### src/rtl/remote_scancode_to_keycode_translator_assert.svh
// ----------------------------------------------------------------------------
// Assertion macros for the remote scancode to keycode translator
// Simulation builds check the properties; synthesis sees empty bodies.
// ----------------------------------------------------------------------------
`ifndef REMOTE_SCANCODE_TO_KEYCODE_TRANSLATOR_ASSERT_SVH
`define REMOTE_SCANCODE_TO_KEYCODE_TRANSLATOR_ASSERT_SVH

`ifndef SYNTHESIS

// same-cycle implication, off during reset
`define RSK_ASSERT_IMPLY(label, clk, rst, ante, cons) \
  label: assert property (@(posedge clk) disable iff (rst) (ante) |-> (cons)) \
    else $error("rsk: same-cycle check failed");

// next-cycle implication, off during reset
`define RSK_ASSERT_NEXT(label, clk, rst, ante, cons) \
  label: assert property (@(posedge clk) disable iff (rst) (ante) |=> (cons)) \
    else $error("rsk: next-cycle check failed");

`else

`define RSK_ASSERT_IMPLY(label, clk, rst, ante, cons)
`define RSK_ASSERT_NEXT(label, clk, rst, ante, cons)

`endif

`endif

### src/rtl/rsk_pkg.sv
// ----------------------------------------------------------------------------
// rsk_pkg
// Shared types, codes and the scancode map of the keycode translator.
// ----------------------------------------------------------------------------
package rsk_pkg;

  // item kinds
  localparam logic [1:0] KIND_DOWN = 2'd0;
  localparam logic [1:0] KIND_UP   = 2'd1;
  localparam logic [1:0] KIND_SYNC = 2'd2;

  // scancodes with their own handling
  localparam logic [7:0] SC_TAB     = 8'd15;
  localparam logic [7:0] SC_CTRL    = 8'd29;
  localparam logic [7:0] SC_NUMLOCK = 8'd69;
  localparam logic [7:0] SC_CAPS    = 8'd58;
  localparam logic [7:0] SC_SCROLL  = 8'd70;

  // keycodes
  localparam logic [8:0] KEY_OFFSET  = 9'd8;
  localparam logic [8:0] KC_TAB      = 9'd23;
  localparam logic [8:0] KC_CTRL_L   = 9'd37;
  localparam logic [8:0] KC_CTRL_R   = 9'd109;
  localparam logic [8:0] KC_PAUSE    = 9'd110;
  localparam logic [8:0] KC_NUMLOCK  = 9'd77;
  localparam logic [8:0] KC_CAPS     = 9'd66;
  localparam logic [8:0] KC_SCROLL   = 9'd78;

  localparam int MAX_EVENTS  = 7;
  localparam int CNT_W       = $clog2(MAX_EVENTS + 1);
  localparam int IDX_W       = $clog2(MAX_EVENTS);
  localparam int QUEUE_DEPTH = 2;

  typedef struct packed {
    logic [1:0] kind;
    logic [7:0] scancode;
    logic       extended;
    logic       special;
    logic [2:0] lock_request;
    logic       host_caps_on;
    logic       host_num_on;
    logic       host_scroll_on;
  } key_item_t;

  typedef struct packed {
    logic [8:0] keycode;
    logic       pressed;
    logic       last;
  } event_item_t;

  typedef struct packed {
    logic [8:0] keycode;
    logic       pressed;
  } key_event_t;

  // all events caused by one item
  typedef struct packed {
    logic [CNT_W-1:0]                cnt;
    key_event_t [MAX_EVENTS-1:0]     ev;
  } plan_t;

  typedef struct packed {
    logic       single;
    logic [8:0] code;
  } key_map_t;

  // Map an ordinary key: single-event keys or release-then-press keys.
  function automatic key_map_t key_map(input logic [7:0] sc, input logic ext);
    key_map_t m;
    m.single = 1'b0;
    m.code   = {1'b0, sc} + KEY_OFFSET;
    case (sc)
      8'd58, 8'd42, 8'd54, 8'd70: m.single = 1'b1;
      8'd56: begin m.single = 1'b1; m.code = ext ? 9'd113 : 9'd64; end
      8'd91: begin m.single = 1'b1; m.code = 9'd115; end
      8'd92: begin m.single = 1'b1; m.code = 9'd116; end
      8'd93: begin m.single = 1'b1; m.code = 9'd117; end
      8'd28: m.code = ext ? 9'd108 : 9'd36;
      8'd53: m.code = ext ? 9'd112 : 9'd61;
      8'd55: m.code = ext ? 9'd111 : 9'd63;
      8'd71: m.code = ext ? 9'd97  : 9'd79;
      8'd72: m.code = ext ? 9'd98  : 9'd80;
      8'd73: m.code = ext ? 9'd99  : 9'd81;
      8'd75: m.code = ext ? 9'd100 : 9'd83;
      8'd77: m.code = ext ? 9'd102 : 9'd85;
      8'd79: m.code = ext ? 9'd103 : 9'd87;
      8'd80: m.code = ext ? 9'd104 : 9'd88;
      8'd81: m.code = ext ? 9'd105 : 9'd89;
      8'd82: m.code = ext ? 9'd106 : 9'd90;
      8'd83: m.code = ext ? 9'd107 : 9'd91;
      default: m.single = 1'b0;
    endcase
    return m;
  endfunction

endpackage

### src/rtl/remote_scancode_to_keycode_translator.sv
// ----------------------------------------------------------------------------
// remote_scancode_to_keycode_translator
// Turns remote key and lock-sync items into X keycode press/release events.
// ----------------------------------------------------------------------------
//   channel  valid        stall        payload
//   key      key_valid    key_stall    key_item   (kind, scancode, flags, locks)
//   event    event_valid  event_stall  event_item (keycode, pressed, last)
//
// An item is taken while the list queue has room; it is written to the queue
// memory and its events are loaded from there into the output register. Events
// leave at one per cycle while the event side does not stall, up to 7 per item
// (a lock sync that flips all three locks); an item with no events is not queued.
// Reset clears key state, the queue and the output valid.
// Either side may stall; the queue of QueueDepth lists keeps them apart.
// ----------------------------------------------------------------------------
module remote_scancode_to_keycode_translator #(
  parameter int QueueDepth = rsk_pkg::QUEUE_DEPTH
) (
  input  logic                 clk,
  input  logic                 rst,
  input  logic                 key_valid,
  output logic                 key_stall,
  input  rsk_pkg::key_item_t   key_item,
  output logic                 event_valid,
  input  logic                 event_stall,
  output rsk_pkg::event_item_t event_item
);
  import rsk_pkg::*;

  logic  push;
  logic  pop;
  logic  q_valid;
  logic  q_full;
  plan_t push_plan;
  plan_t head;

  // classify items and track key state
  rsk_front u_front (
    .clk       (clk),
    .rst       (rst),
    .key_valid (key_valid),
    .key_stall (key_stall),
    .key_item  (key_item),
    .q_full    (q_full),
    .push      (push),
    .plan      (push_plan)
  );

  // hold event lists between the two sides
  rsk_queue #(
    .Depth (QueueDepth)
  ) u_queue (
    .clk       (clk),
    .rst       (rst),
    .push      (push),
    .push_plan (push_plan),
    .pop       (pop),
    .q_valid   (q_valid),
    .q_full    (q_full),
    .head      (head)
  );

  // emit events one at a time
  rsk_back u_back (
    .clk         (clk),
    .rst         (rst),
    .q_valid     (q_valid),
    .head        (head),
    .pop         (pop),
    .event_valid (event_valid),
    .event_stall (event_stall),
    .event_item  (event_item)
  );

endmodule

### src/rtl/rsk_front.sv
// ----------------------------------------------------------------------------
// rsk_front
// Accepts key and sync items, tracks tab, control and pause state, and
// turns each item into its list of keycode events.
// ----------------------------------------------------------------------------
module rsk_front (
  input  logic              clk,
  input  logic              rst,
  input  logic              key_valid,
  output logic              key_stall,
  input  rsk_pkg::key_item_t key_item,
  input  logic              q_full,
  output logic              push,
  output rsk_pkg::plan_t    plan
);
  import rsk_pkg::*;

  logic       tab_held, tab_held_next;
  logic [6:0] ctrl_held_code, ctrl_held_code_next;
  logic       pause_pending, pause_pending_next;

  logic       accept;
  logic       down;
  key_map_t   km;
  logic [8:0] num_code;
  logic [8:0] ctrl_code;
  logic       caps_diff, num_diff, scroll_diff;
  logic [2:0] pos;

  assign key_stall = q_full;
  assign accept    = key_valid && !key_stall;
  assign push      = accept && (plan.cnt != '0);

  // classify the item and build its events
  always_comb begin
    down                = (key_item.kind == KIND_DOWN);
    km                  = key_map(key_item.scancode, key_item.extended);
    num_code            = (pause_pending || ctrl_held_code != '0) ? KC_PAUSE : KC_NUMLOCK;
    ctrl_code           = key_item.extended ? KC_CTRL_R : KC_CTRL_L;
    caps_diff           = key_item.host_caps_on   != key_item.lock_request[2];
    num_diff            = key_item.host_num_on    != key_item.lock_request[1];
    scroll_diff         = key_item.host_scroll_on != key_item.lock_request[0];
    pos                 = '0;
    plan                = '0;
    tab_held_next       = tab_held;
    ctrl_held_code_next = ctrl_held_code;
    pause_pending_next  = pause_pending;
    case (key_item.kind)
      KIND_DOWN, KIND_UP: begin
        case (key_item.scancode)
          SC_TAB: begin
            tab_held_next = down;
            if (!down && !tab_held) begin
              // stray tab release drops a held control
              if (ctrl_held_code != '0) begin
                plan.cnt            = CNT_W'(1);
                plan.ev[0]          = '{keycode: {2'b00, ctrl_held_code}, pressed: 1'b0};
                ctrl_held_code_next = '0;
              end
            end else begin
              plan.ev[0] = '{keycode: KC_TAB, pressed: 1'b0};
              plan.ev[1] = '{keycode: KC_TAB, pressed: 1'b1};
              plan.cnt   = down ? CNT_W'(2) : CNT_W'(1);
            end
          end
          SC_CTRL: begin
            if (key_item.special) begin
              if (down) begin
                pause_pending_next = 1'b1;
              end
            end else begin
              ctrl_held_code_next = down ? ctrl_code[6:0] : 7'd0;
              plan.cnt            = CNT_W'(1);
              plan.ev[0]          = '{keycode: ctrl_code, pressed: down};
            end
          end
          SC_NUMLOCK: begin
            if (!down && pause_pending) begin
              pause_pending_next = 1'b0;
            end
            plan.ev[0] = '{keycode: num_code, pressed: 1'b0};
            plan.ev[1] = '{keycode: num_code, pressed: 1'b1};
            plan.cnt   = down ? CNT_W'(2) : CNT_W'(1);
          end
          default: begin
            if (km.single) begin
              plan.ev[0] = '{keycode: km.code, pressed: down};
              plan.cnt   = CNT_W'(1);
            end else begin
              plan.ev[0] = '{keycode: km.code, pressed: 1'b0};
              plan.ev[1] = '{keycode: km.code, pressed: 1'b1};
              plan.cnt   = down ? CNT_W'(2) : CNT_W'(1);
            end
          end
        endcase
      end
      KIND_SYNC: begin
        // caps, then num, then scroll, packed one after another
        if (caps_diff) begin
          plan.ev[pos]        = '{keycode: KC_CAPS, pressed: 1'b1};
          plan.ev[pos + 3'd1] = '{keycode: KC_CAPS, pressed: 1'b0};
          pos                 = pos + 3'd2;
        end
        if (num_diff) begin
          plan.ev[pos]        = '{keycode: num_code, pressed: 1'b0};
          plan.ev[pos + 3'd1] = '{keycode: num_code, pressed: 1'b1};
          plan.ev[pos + 3'd2] = '{keycode: num_code, pressed: 1'b0};
          pos                 = pos + 3'd3;
          pause_pending_next  = 1'b0;
        end
        if (scroll_diff) begin
          plan.ev[pos]        = '{keycode: KC_SCROLL, pressed: 1'b1};
          plan.ev[pos + 3'd1] = '{keycode: KC_SCROLL, pressed: 1'b0};
          pos                 = pos + 3'd2;
        end
        plan.cnt = CNT_W'(pos);
      end
      default: plan.cnt = '0;
    endcase
  end

  // update key state on accept
  always_ff @(posedge clk) begin
    if (rst) begin
      tab_held       <= 1'b0;
      ctrl_held_code <= '0;
      pause_pending  <= 1'b0;
    end else if (accept) begin
      tab_held       <= tab_held_next;
      ctrl_held_code <= ctrl_held_code_next;
      pause_pending  <= pause_pending_next;
    end
  end

endmodule

### src/rtl/rsk_queue.sv
// ----------------------------------------------------------------------------
// rsk_queue
// Short queue of event lists between the front and the back.
// ----------------------------------------------------------------------------
module rsk_queue #(
  parameter int Depth = rsk_pkg::QUEUE_DEPTH
) (
  input  logic           clk,
  input  logic           rst,
  input  logic           push,
  input  rsk_pkg::plan_t push_plan,
  input  logic           pop,
  output logic           q_valid,
  output logic           q_full,
  output rsk_pkg::plan_t head
);
  import rsk_pkg::*;

  localparam int PtrW = (Depth > 1) ? $clog2(Depth) : 1;
  localparam int CntW = $clog2(Depth + 1);

  plan_t            mem [Depth];
  logic [PtrW-1:0]  wr_ptr;
  logic [PtrW-1:0]  rd_ptr;
  logic [CntW-1:0]  count;

  assign q_valid = (count != '0);
  assign q_full  = (count == CntW'(Depth));
  assign head    = mem[rd_ptr];

  // store pushed lists
  always_ff @(posedge clk) begin
    if (push) begin
      mem[wr_ptr] <= push_plan;
    end
  end

  // advance pointers and fill count
  always_ff @(posedge clk) begin
    if (rst) begin
      wr_ptr <= '0;
      rd_ptr <= '0;
      count  <= '0;
    end else begin
      if (push) begin
        wr_ptr <= (wr_ptr == PtrW'(Depth - 1)) ? '0 : wr_ptr + 1'b1;
      end
      if (pop) begin
        rd_ptr <= (rd_ptr == PtrW'(Depth - 1)) ? '0 : rd_ptr + 1'b1;
      end
      if (push && !pop) begin
        count <= count + 1'b1;
      end else if (pop && !push) begin
        count <= count - 1'b1;
      end
    end
  end

endmodule

### src/rtl/rsk_back.sv
// ----------------------------------------------------------------------------
// rsk_back
// Walks each list to the output register, one event per cycle unless stalled.
// ----------------------------------------------------------------------------
`include "remote_scancode_to_keycode_translator_assert.svh"

module rsk_back (
  input  logic                 clk,
  input  logic                 rst,
  input  logic                 q_valid,
  input  rsk_pkg::plan_t       head,
  output logic                 pop,
  output logic                 event_valid,
  input  logic                 event_stall,
  output rsk_pkg::event_item_t event_item
);
  import rsk_pkg::*;

  logic [IDX_W-1:0] idx;
  logic             load;
  logic             is_last;

  assign load    = !event_valid || !event_stall;
  assign is_last = (idx == IDX_W'(head.cnt - CNT_W'(1)));
  assign pop     = load && q_valid && is_last;

  // hold a stalled event, otherwise load the next one
  always_ff @(posedge clk) begin
    if (rst) begin
      event_valid <= 1'b0;
      idx         <= '0;
    end else if (load) begin
      event_valid <= q_valid;
      if (q_valid) begin
        idx <= is_last ? '0 : idx + 1'b1;
      end
    end
  end

  always_ff @(posedge clk) begin
    if (load && q_valid) begin
      event_item.keycode <= head.ev[idx].keycode;
      event_item.pressed <= head.ev[idx].pressed;
      event_item.last    <= is_last;
    end
  end

  `RSK_ASSERT_IMPLY(a_pop_has_head, clk, rst, pop, q_valid)
  `RSK_ASSERT_IMPLY(a_idx_in_list, clk, rst, q_valid, (idx < head.cnt))
  `RSK_ASSERT_NEXT(a_idx_wraps, clk, rst, pop, (idx == '0))
  `RSK_ASSERT_NEXT(a_last_on_pop, clk, rst, pop, (event_valid && event_item.last))

endmodule

### config.mk
export PLATFORM = sky130hd
export DESIGN_NAME = remote_scancode_to_keycode_translator
export DESIGN_NICKNAME = d
export VERILOG_FILES = /design/src/rtl/rsk_pkg.sv /design/src/rtl/remote_scancode_to_keycode_translator.sv /design/src/rtl/rsk_front.sv /design/src/rtl/rsk_queue.sv /design/src/rtl/rsk_back.sv
export VERILOG_INCLUDE_DIRS = /design/src /design/src/rtl
export SDC_FILE = /design/constraint.sdc
export NUM_CORES = 1
export LEC_CHECK = 0
export ABC_CLOCK_PERIOD_IN_PS = 11400
export BUFFER_PORTS_ARGS = -buffer_cell sky130_fd_sc_hd__buf_2
export CAP_MARGIN = 25
export CORE_ASPECT_RATIO = 0.8
export CORE_MARGIN = 2
export CORE_UTILIZATION = 60
export CTS_BUF_LIST = sky130_fd_sc_hd__clkbuf_2
export DETAILED_ROUTE_END_ITERATION = 6
export PLACE_DENSITY_LB_ADDON = 0.3
export SYNTH_ARGS = -nofsm -noshare
export SYNTH_HDL_FRONTEND = slang
export SYNTH_SLANG_ARGS = --single-unit
### constraint.sdc
create_clock -name clk -period 11.4 [get_ports clk]
set_clock_uncertainty 0.2 [all_clocks]
set_input_delay 1.71 -clock clk [delete_from_list [all_inputs] [get_ports clk]]
set_output_delay 1.71 -clock clk [all_outputs]
set_load 0.01 [all_outputs]
# After elaboration in Yosys (flattened, before gate mapping)
# Memories as Yosys holds them, arrays and structs flattened. A register that Yosys moved wholly into a read port is not among the register bits.
# Cells that the tools add are included.
[classes]
addsub = 12
shift = 0
bitwise_logic = 6
reduce_logical = 35
n_lt_le_gt_ge = 11
div_mod_pow = 0
n_eq_ne = 39
n_mul = 0
muxes = 80
[op_table]
columns = ["op", "count"]
rows = [
  ["bitwise mux 70 bit", 3],
  ["two-way mux 70 bit", 3],
  ["one-hot mux 9 bit (17 select lines)", 1],
  ["demux 10 bit (select 3 bit)", 5],
  ["== test 8 x 7 -> 1 bit, second input constant", 15],
  ["two-way mux 10 bit", 9],
  ["two-way mux 6 bit", 13],
  ["one-hot mux 10 bit (3 select lines)", 2],
  ["two-way mux 7 bit", 8],
  ["two-way mux 50 bit", 1],
  ["== test 8 x 6 -> 1 bit, second input constant", 6],
  ["bitwise AND 42 bit", 1],
  ["inverter 42 bit", 1],
  ["one-hot mux 20 bit (2 select lines)", 1],
  ["bitwise AND 35 bit", 1],
  ["inverter 35 bit", 1],
  ["OR 35 bit", 1],
  ["binary-select mux 10 bit (select 3 bit)", 1],
  ["OR 28 bit", 1],
  ["< comparator 3 x 4 -> 1 bit, second input constant", 6],
  ["two-way mux 3 bit", 7],
  ["two-way mux 20 bit", 1],
  ["two-way mux 18 bit", 1],
  ["== test 8 x 5 -> 1 bit, second input constant", 2],
  ["37 further kinds", 92],
]
[word_totals]
regBits = 28
ram_bits = 146
memories = 1
latch_bits = 0
output_inout_bits = 13
word_cells = 195
mem_bits_ro = 0
inputBits = 22
[mem_list]
columns = ["name", "depth", "width", "rd", "rd_ports_with_merged_regs", "write_ports", "line_no", "rtl"]
rows = [
  ["u_queue.mem", 2, 73, 1, 1, 1, "rsk_queue.sv:22", "plan_t mem [Depth];"],
]

# Logic depth before layout (Yosys ltp)
# Gate-level depths: netlist of run 1.
[logic_depth]
word_depth = 16
mapped_depth = 13
mapped_depth_nobuf = 11

# Hierarchy
# From an unflattened synthesis of run 1, not the netlist that was laid out.
[unflattened]
hier_cells = 662
hier_area_um2 = 8733.4
[modules_own_cells]
columns = ["module", "n_inst", "area_each_um2", "cells_per_inst", "seq_area_each_um2"]
rows = [
  ["rsk_queue", 1, 5502.8, 249, 4484.3],
  ["rsk_front", 1, 2059.5, 311, 80.1],
  ["rsk_back", 1, 1171.1, 102, 410.4],
]

# Least setup slack after synthesis of run 1
# No wires, ideal clock.
[synth_timing]
path_type = "input to register"
startpoint = "input key_item[4] in the netlist's numbering"
endpoint = "memory u_queue.mem[0][0] in the netlist's numbering, enable pin"
path_buffers = 0
setup_slack_ns = 5.662
setup_time_ns = 0.440
stages = 7
arrival_ns = 5.098
required_time_ns = 10.760
cell_sequence = "xor2_1 > inv_1 > ha_1 > and2_1 > nor3_1 > o41a_4 > nor2b_1"
[synth_lines]
columns = ["element", "line_no", "rtl"]
rows = [
  ["from (decl)", "remote_scancode_to_keycode_translator.sv:23", "input rsk_pkg::key_item_t key_item,"],
  ["to (decl)", "rsk_queue.sv:22", ""],
]

==> reports/results.tsv, run 1 <==
metric	value	unit
status	complete, no violations	
Placer Congestion	0.945	
Vias/cell	6.40	
unrepaired setup endpoints after global routing	no	
dominant cell type by area after synthesis	edfxtp_1	
CP Launch Type	input pin	
Diodes inserted	0	
die width	112	um
initial antenna violation count	0	
post-CTS resize count	0	
post-synth cell types	67	
data required time at the worst endpoint	11.45	ns
number of global-route vias before repair	3832	
Crit. End Element	flop	
met1 usage	37.7	%
Post-Route WL	12300	um
commonest non-fill, non-tap cell in the layout	edfxtp_1	
Pwr per Cell Area	157	nW/um2
Nets	544	
GRT overflow	0	
FP Rows	31	
synthesized area per cell	11.6	um2
register area share after synthesis	51.9	%
clk buf depth	2	
Tcrit/Tclk final	38.8	%
top cells by area, synth	edfxtp_1, mux4_2, dfxtp_1, mux2i_1, nor2_1	
drt drc	0	
Syn Nets	520	
final instance area	5980	um2
placed cell areas	5890	um2
Pre-antenna DRT Iters	5	
largest net degree at the start of global routing	40	
port bufs	34	
Worst-Skew Late Latency	0.57	ns
Tot Pwr	0.940	mW
Final Hold Vio Count	0	
busiest grt layer	met1	
EDFF count, synth	89	
synth warn	0	
Sink Count	102	
clock slew at reported path FFs	0.25	ns
Static Leak	2.08	nW
met2 usage	37.1	%
die area	10200	um2
Syn Inst Count	487	
Root Buffer	clkbuf_2	
via count	4040	
share of cells above drive strength 1	17.2	%
slack of the critical path	6.98	ns
DP HPWL	8940	um
hold path cells	2	
critical path peak fanout	39	
post-place setup slack	6.42	ns
kind of critical path	in2reg	
DP Cell Count	615	
main flop type after synthesis	edfxtp_1	
Worst Reg-to-Reg Cells	11	
most frequent cells in the layout	edfxtp_1, nor2_1, buf_2	
Seq cells post-synth	102	
fmax	0.226	GHz
Max Cap Viol	0	
area added between synthesis and finish	5.96	%
Least-Margin Pin Slew	0.916	ns
CTS tree	built	
# IOs	35	
WL per Instance	19.5	um
Hold Path Class	reg2reg	
TritonCTS buffer count	9	
fin. max-slew vios	0	
share of the synthesized area in the top cell type	47.3	%
Async SR Flop Fraction	0	%
minimum clock period	4.42	ns
Mapped Area	5650	um2
Routed Antenna Nets	0	
htree depth	3	
Peak supply drop	0.000117	V
Post-Layout Cell Count	631	
WP data arrival	4.47	ns
first-pass GRT wire length	19700	um
Hold Buf Count CTS	0	
Rel. slew slack	38.4	%
All-Layer GR Usage	24.8	%
initial core utilization	62.0	%
Die Height	90.8	um
post-CTS setup buffer count	0	
met3 global-route usage	4.63	%
final setup vio count	0	
core box area	9110	um2
setup_tns	0	ns
DR iter-0 viols	629	
-- routing by layer --
metal / part of all wire (%) / wire length [um] / up-vias
met1: 46 / 5650 / 1910
met2: 44 / 5360 / 201
met3: 8.7 / 1070 / 24
met4: 1.9 / 231 / 0
met5: 0 / 0 / -
li1: - / - / 1905
-- worst paths after layout --
check                     startpoint                  to  slack [ns]
hold / removal    u_back.event_valid  u_back.event_valid        0.30
setup reg to reg                flop    u_queue.count[1]        8.19
setup / recovery         key_item[4]  u_queue.mem[1][15]        6.98
hold reg to reg   u_back.event_valid  u_back.event_valid        0.30
-- flip-flops by register name, indices dropped and copies added, names as in the netlist, named ones only --
signal / cells
u_back.idx: 3
u_front.pause_pending: 1
u_back.event_item: 11
u_queue.count: 2
u_queue.mem: 78
u_queue.rd_ptr: 1
u_front.tab_held: 1
u_back.event_valid: 1
u_queue.wr_ptr: 1
u_front.ctrl_held_code: 2
-- final cells by class --
class,count,area [um2]
Clock buffer,10,50.0
Clock inverter,6,45.0
Fill cell,688,3130
Inverter,15,56.3
Multi-Input combinational cell,343,2530
Sequential cell,102,2930
Tap cell,115,144
Timing Repair Buffer,40,228
-- stage by stage --
| step | util [%] | hold slack [ns] |
|---|---|---|
| after floorplan | - | 0.257 |
| after global placement | 64.4 | 0.255 |
| after detailed placement | 64.6 | 0.281 |
| after CTS | 65.7 | 0.305 |
| after global routing | 65.7 | 0.354 |
| final | 65.7 | 0.299 |
-- synthesized netlist by cell type, types with 10 or more instances --
cell type / count
nor2_1: 47
nand2_1: 25
nor3_1: 20
xor2_1: 12
mux2i_1: 19
mux4_2: 14
a21oi_1: 19
ha_1: 11
o21ai_0: 27
edfxtp_1: 89
nand3_1: 11
inv_1: 15
and2_1: 12
nor2b_1: 10
clkbuf_1: 11
dfxtp_1: 13
-- worst max-delay path: stages --
cell	delay, ns
buf_2	0.10
xor2_1	0.62
inv_1	0.35
ha_1	0.31
and2_1	0.20
nor3_1	0.36
o41a_4	0.23
and2_1	0.12
buf_4	0.43
-- where the power goes --
part,switching (mW),total [mW],leakage [nW],internal (mW)
combinational,0.161,0.279,1.07,0.118
clock,0.119,0.151,0.0623,0.0318
sequential,0.0227,0.510,0.950,0.488
total,0.302,0.940,2.08,0.638
-- logic make-up (layout without fill, tap and decap cells) --
| logic type | Yosys count | in the layout | synth area share, % |
|---|---|---|---|
| adders and majority gates | 11 | 11 | 2.44 |
| AOI/OAI and AO/OA | 92 | 92 | 11.5 |
| muxes | 35 | 35 | 9.41 |
| DFF | 102 | 102 | 51.9 |
| buffers and inverters | 42 | 71 | 3.43 |
| xor gates and xnor gates | 20 | 20 | 3.10 |
| and+or+nand+nor | 185 | 185 | 18.2 |
(Power assumes the default switching activity.)
==> run 2, diff against run 1 <==
--- a/config.mk
+++ b/config.mk
@@ -6,12 +6,13 @@
 export SDC_FILE = /design/constraint.sdc
 export NUM_CORES = 1
 export LEC_CHECK = 0
-export ABC_CLOCK_PERIOD_IN_PS = 11400
+export ABC_AREA = 1
+export ABC_CLOCK_PERIOD_IN_PS = 3960
 export BUFFER_PORTS_ARGS = -buffer_cell sky130_fd_sc_hd__buf_2
 export CAP_MARGIN = 25
 export CORE_ASPECT_RATIO = 0.8
 export CORE_MARGIN = 2
-export CORE_UTILIZATION = 60
+export CORE_UTILIZATION = 57
 export CTS_BUF_LIST = sky130_fd_sc_hd__clkbuf_2
 export DETAILED_ROUTE_END_ITERATION = 6
 export PLACE_DENSITY_LB_ADDON = 0.3
==> constraint.sdc (replaced) <==
create_clock -name clk -period 3.96 [get_ports clk]
set_clock_uncertainty 0.2 [all_clocks]
set_input_delay 0.594 -clock clk [delete_from_list [all_inputs] [get_ports clk]]
set_output_delay 0.594 -clock clk [all_outputs]
set_load 0.01 [all_outputs]
==> run 2 against run 1 <==
Sequential cell count did not move. First-iteration DRC count down 21%. Critical path depth grew 3. Sequential share of layout area shrank 0.49 points. Non-clock buffer count grew 5. Final cell count up 28%. Highest routed layer unchanged.
==> reports/results.tsv, run 2 <==
metric	value	unit
Post-Layout Cell Count	806	
Critical path buffers and inverters	0	
clk buf depth	2	
Post-Route WL	12500	um
htree depth	3	
Worst-Skew Late Latency	0.57	ns
Crit. End Element	flop	
critical path peak fanout	4	
FP Rows	32	
crit-path cells	mux2i_1 > ha_1 > xnor2_1 > a21oi_1 > o21ai_0 > nor2_1 > nand2_1 > ha_1 > a21oi_1 > o21ai_0 > o21ai_0 > a21oi_1	
Crit path largest cell delay	0.49	ns
Vias/cell	5.61	
setup_tns	0	ns
area added between synthesis and finish	8.29	%
Seq cells post-synth	102	
GRT overflow	0	
largest net degree at the start of global routing	40	
DP HPWL	9210	um
Mapped Area	5580	um2
port bufs	34	
top cells by area, synth	edfxtp_1, nand2_1, nor2_1, dfxtp_1, o21ai_0	
status	complete, no violations	
main flop type after synthesis	edfxtp_1	
All-Layer GR Usage	25.1	%
WL per Instance	15.6	um
Synth top cells by count	nand2_1, nor2_1, edfxtp_1	
hold path cells	2	
synthesized area per cell	8.69	um2
Max Cap Viol	0	
Least-Margin Pin Slew	0.695	ns
simple-gate share of the synthesized area	25.4	%
slowest CP cell	dfxtp_1	
largest family of logic cells by synthesized area	simple AND/OR/NAND/NOR gates	
most frequent cells in the layout	nand2_1, nor2_1, edfxtp_1	
kind of critical path	reg2reg	
final setup vio count	0	
Nets	715	
Tot Pwr	2.93	mW
unrepaired setup endpoints after global routing	no	
Syn Inst Count	642	
CP Launch Type	flop	
CTS tree	built	
drt drc	0	
commonest non-fill, non-tap cell in the layout	nand2_1	
Hold Path Class	in2reg	
initial core utilization	58.3	%
Peak supply drop	0.000230	V
DP Cell Count	789	
Static Leak	2.66	nW
Root Buffer	clkbuf_2	
Placer Congestion	0.993	
data required time at the worst endpoint	4.26	ns
initial antenna violation count	0	
Synth Area in Compound Gates	12.1	%
Async SR Flop Fraction	0	%
# IOs	35	
fmax	0.355	GHz
EDFF count, synth	89	
Rel. slew slack	53.3	%
share of the synthesized area in the top cell type	47.9	%
Sink Count	102	
post-CTS resize count	0	
core box area	9570	um2
Pre-antenna DRT Iters	5	
biggest regs	u_queue.mem x78, u_back.event_item x11, u_back.idx x3	
mux share of post-synthesis cell area	0.538	%
Hold Startpoint	rst	
DR iter-0 viols	499	
Syn Nets	675	
Die Height	92.5	um
most common cell in the netlist	nand2_1	
Routed Antenna Nets	0	
TritonCTS buffer count	9	
WP data arrival	3.12	ns
Pwr per Cell Area	485	nW/um2
first-pass GRT wire length	20300	um
final instance area	6040	um2
register area share after synthesis	52.5	%
XOR/XNOR Fraction of Synth Area	0.941	%
reg2reg end	u_queue.count[1]	
number of global-route vias before repair	4058	
WHS Endpoint	u_front.ctrl_held_code[5]	
die width	115	um
fillcell total	816	
Final Hold Vio Count	0	
placed cell areas	5910	um2
via count	4525	
synth warn	0	
share of cells above drive strength 1	16.9	%
area occupied by multi-input gates	2320	um2
Worst Reg-to-Reg Cells	12	
fin. max-slew vios	0	
Seq. cell area	2930	um2
post-CTS setup buffer count	0	
max FFs per register	78	
minimum clock period	2.82	ns
flop2flop setup slack	1.14	ns
Diodes inserted	0	
Largest Register	u_queue.mem	
synthesized-area fraction occupied by adder cells	2.47	%
delay-heaviest family, CP	compound AO/OA/AOI/OAI gates	
clock slew at reported path FFs	0.26	ns
die area	10600	um2
post-synth cell types	45	
Tcrit/Tclk final	71.2	%
dominant cell type by area after synthesis	edfxtp_1	
-- run 2: what timing repair did --
| item | 4_1_cts | 5_1_grt |
|---|---|---|
| endpoints found under the setup margin | 0 | 0 |
| endpoints found under the hold margin | 1 | 0 |
| hold buffers | 1 | 0 |
-- run 2: metal layers --
metal  GRT usage (%)  vias up  part of all wire [%]
met3            5.10       22                   6.8
met2            35.7      156                    43
met5               0        -                     0
met4            8.84        0                   2.0
met1            38.2     2107                    48
li1                -     2240                     -
-- run 2: report_power, final --
part	internal (mW)	switching (mW)
logic	0.321	0.623
clock network	0.159	0.352
registers	1.40	0.0709
total	1.88	1.05
-- run 2: cells by family after synthesis --
logic type / Yosys count
and+or+nand+nor: 315
AOI/OAI and AO/OA: 119
DFF: 102
buffers and inverters: 86
adders and majority gates: 11
xor gates and xnor gates: 6
muxes: 3
-- run 2: through the flow --
step                hold slack (ns)  setup WS, ns  util (%)
floorplan                     0.257         0.345         -
global placement              0.267         0.754      61.8
detailed placement            0.276         0.631      61.8
CTS                          0.0116          1.17      63.2
global route                 0.0298          1.00      63.2
finish                       0.0573          1.14      63.2
-- run 2: cell type report --
cell class                 count  area share, %
clock buffer                  11          0.911
clock inverter                 5           1.10
inverter                      70           4.35
multi-input combinational    454           38.4
sequential                   102           48.5
tap                          119           2.46
timing repair buffer          45           4.22
-- run 2: how the worst max path moves through the flow --
stage                             end  slack (ns)        start  depth (start not counted)
floorplan           u_queue.mem[0][0]        0.34  key_item[4]                         13
global placement     u_queue.count[1]        0.75  key_item[4]                         16
detailed placement   u_queue.count[1]        0.63  key_item[4]                         16
CTS                  u_queue.count[1]        1.17         flop                         12
global route         u_queue.count[1]        1.00         flop                         12
finish               u_queue.count[1]        1.14         flop                         12
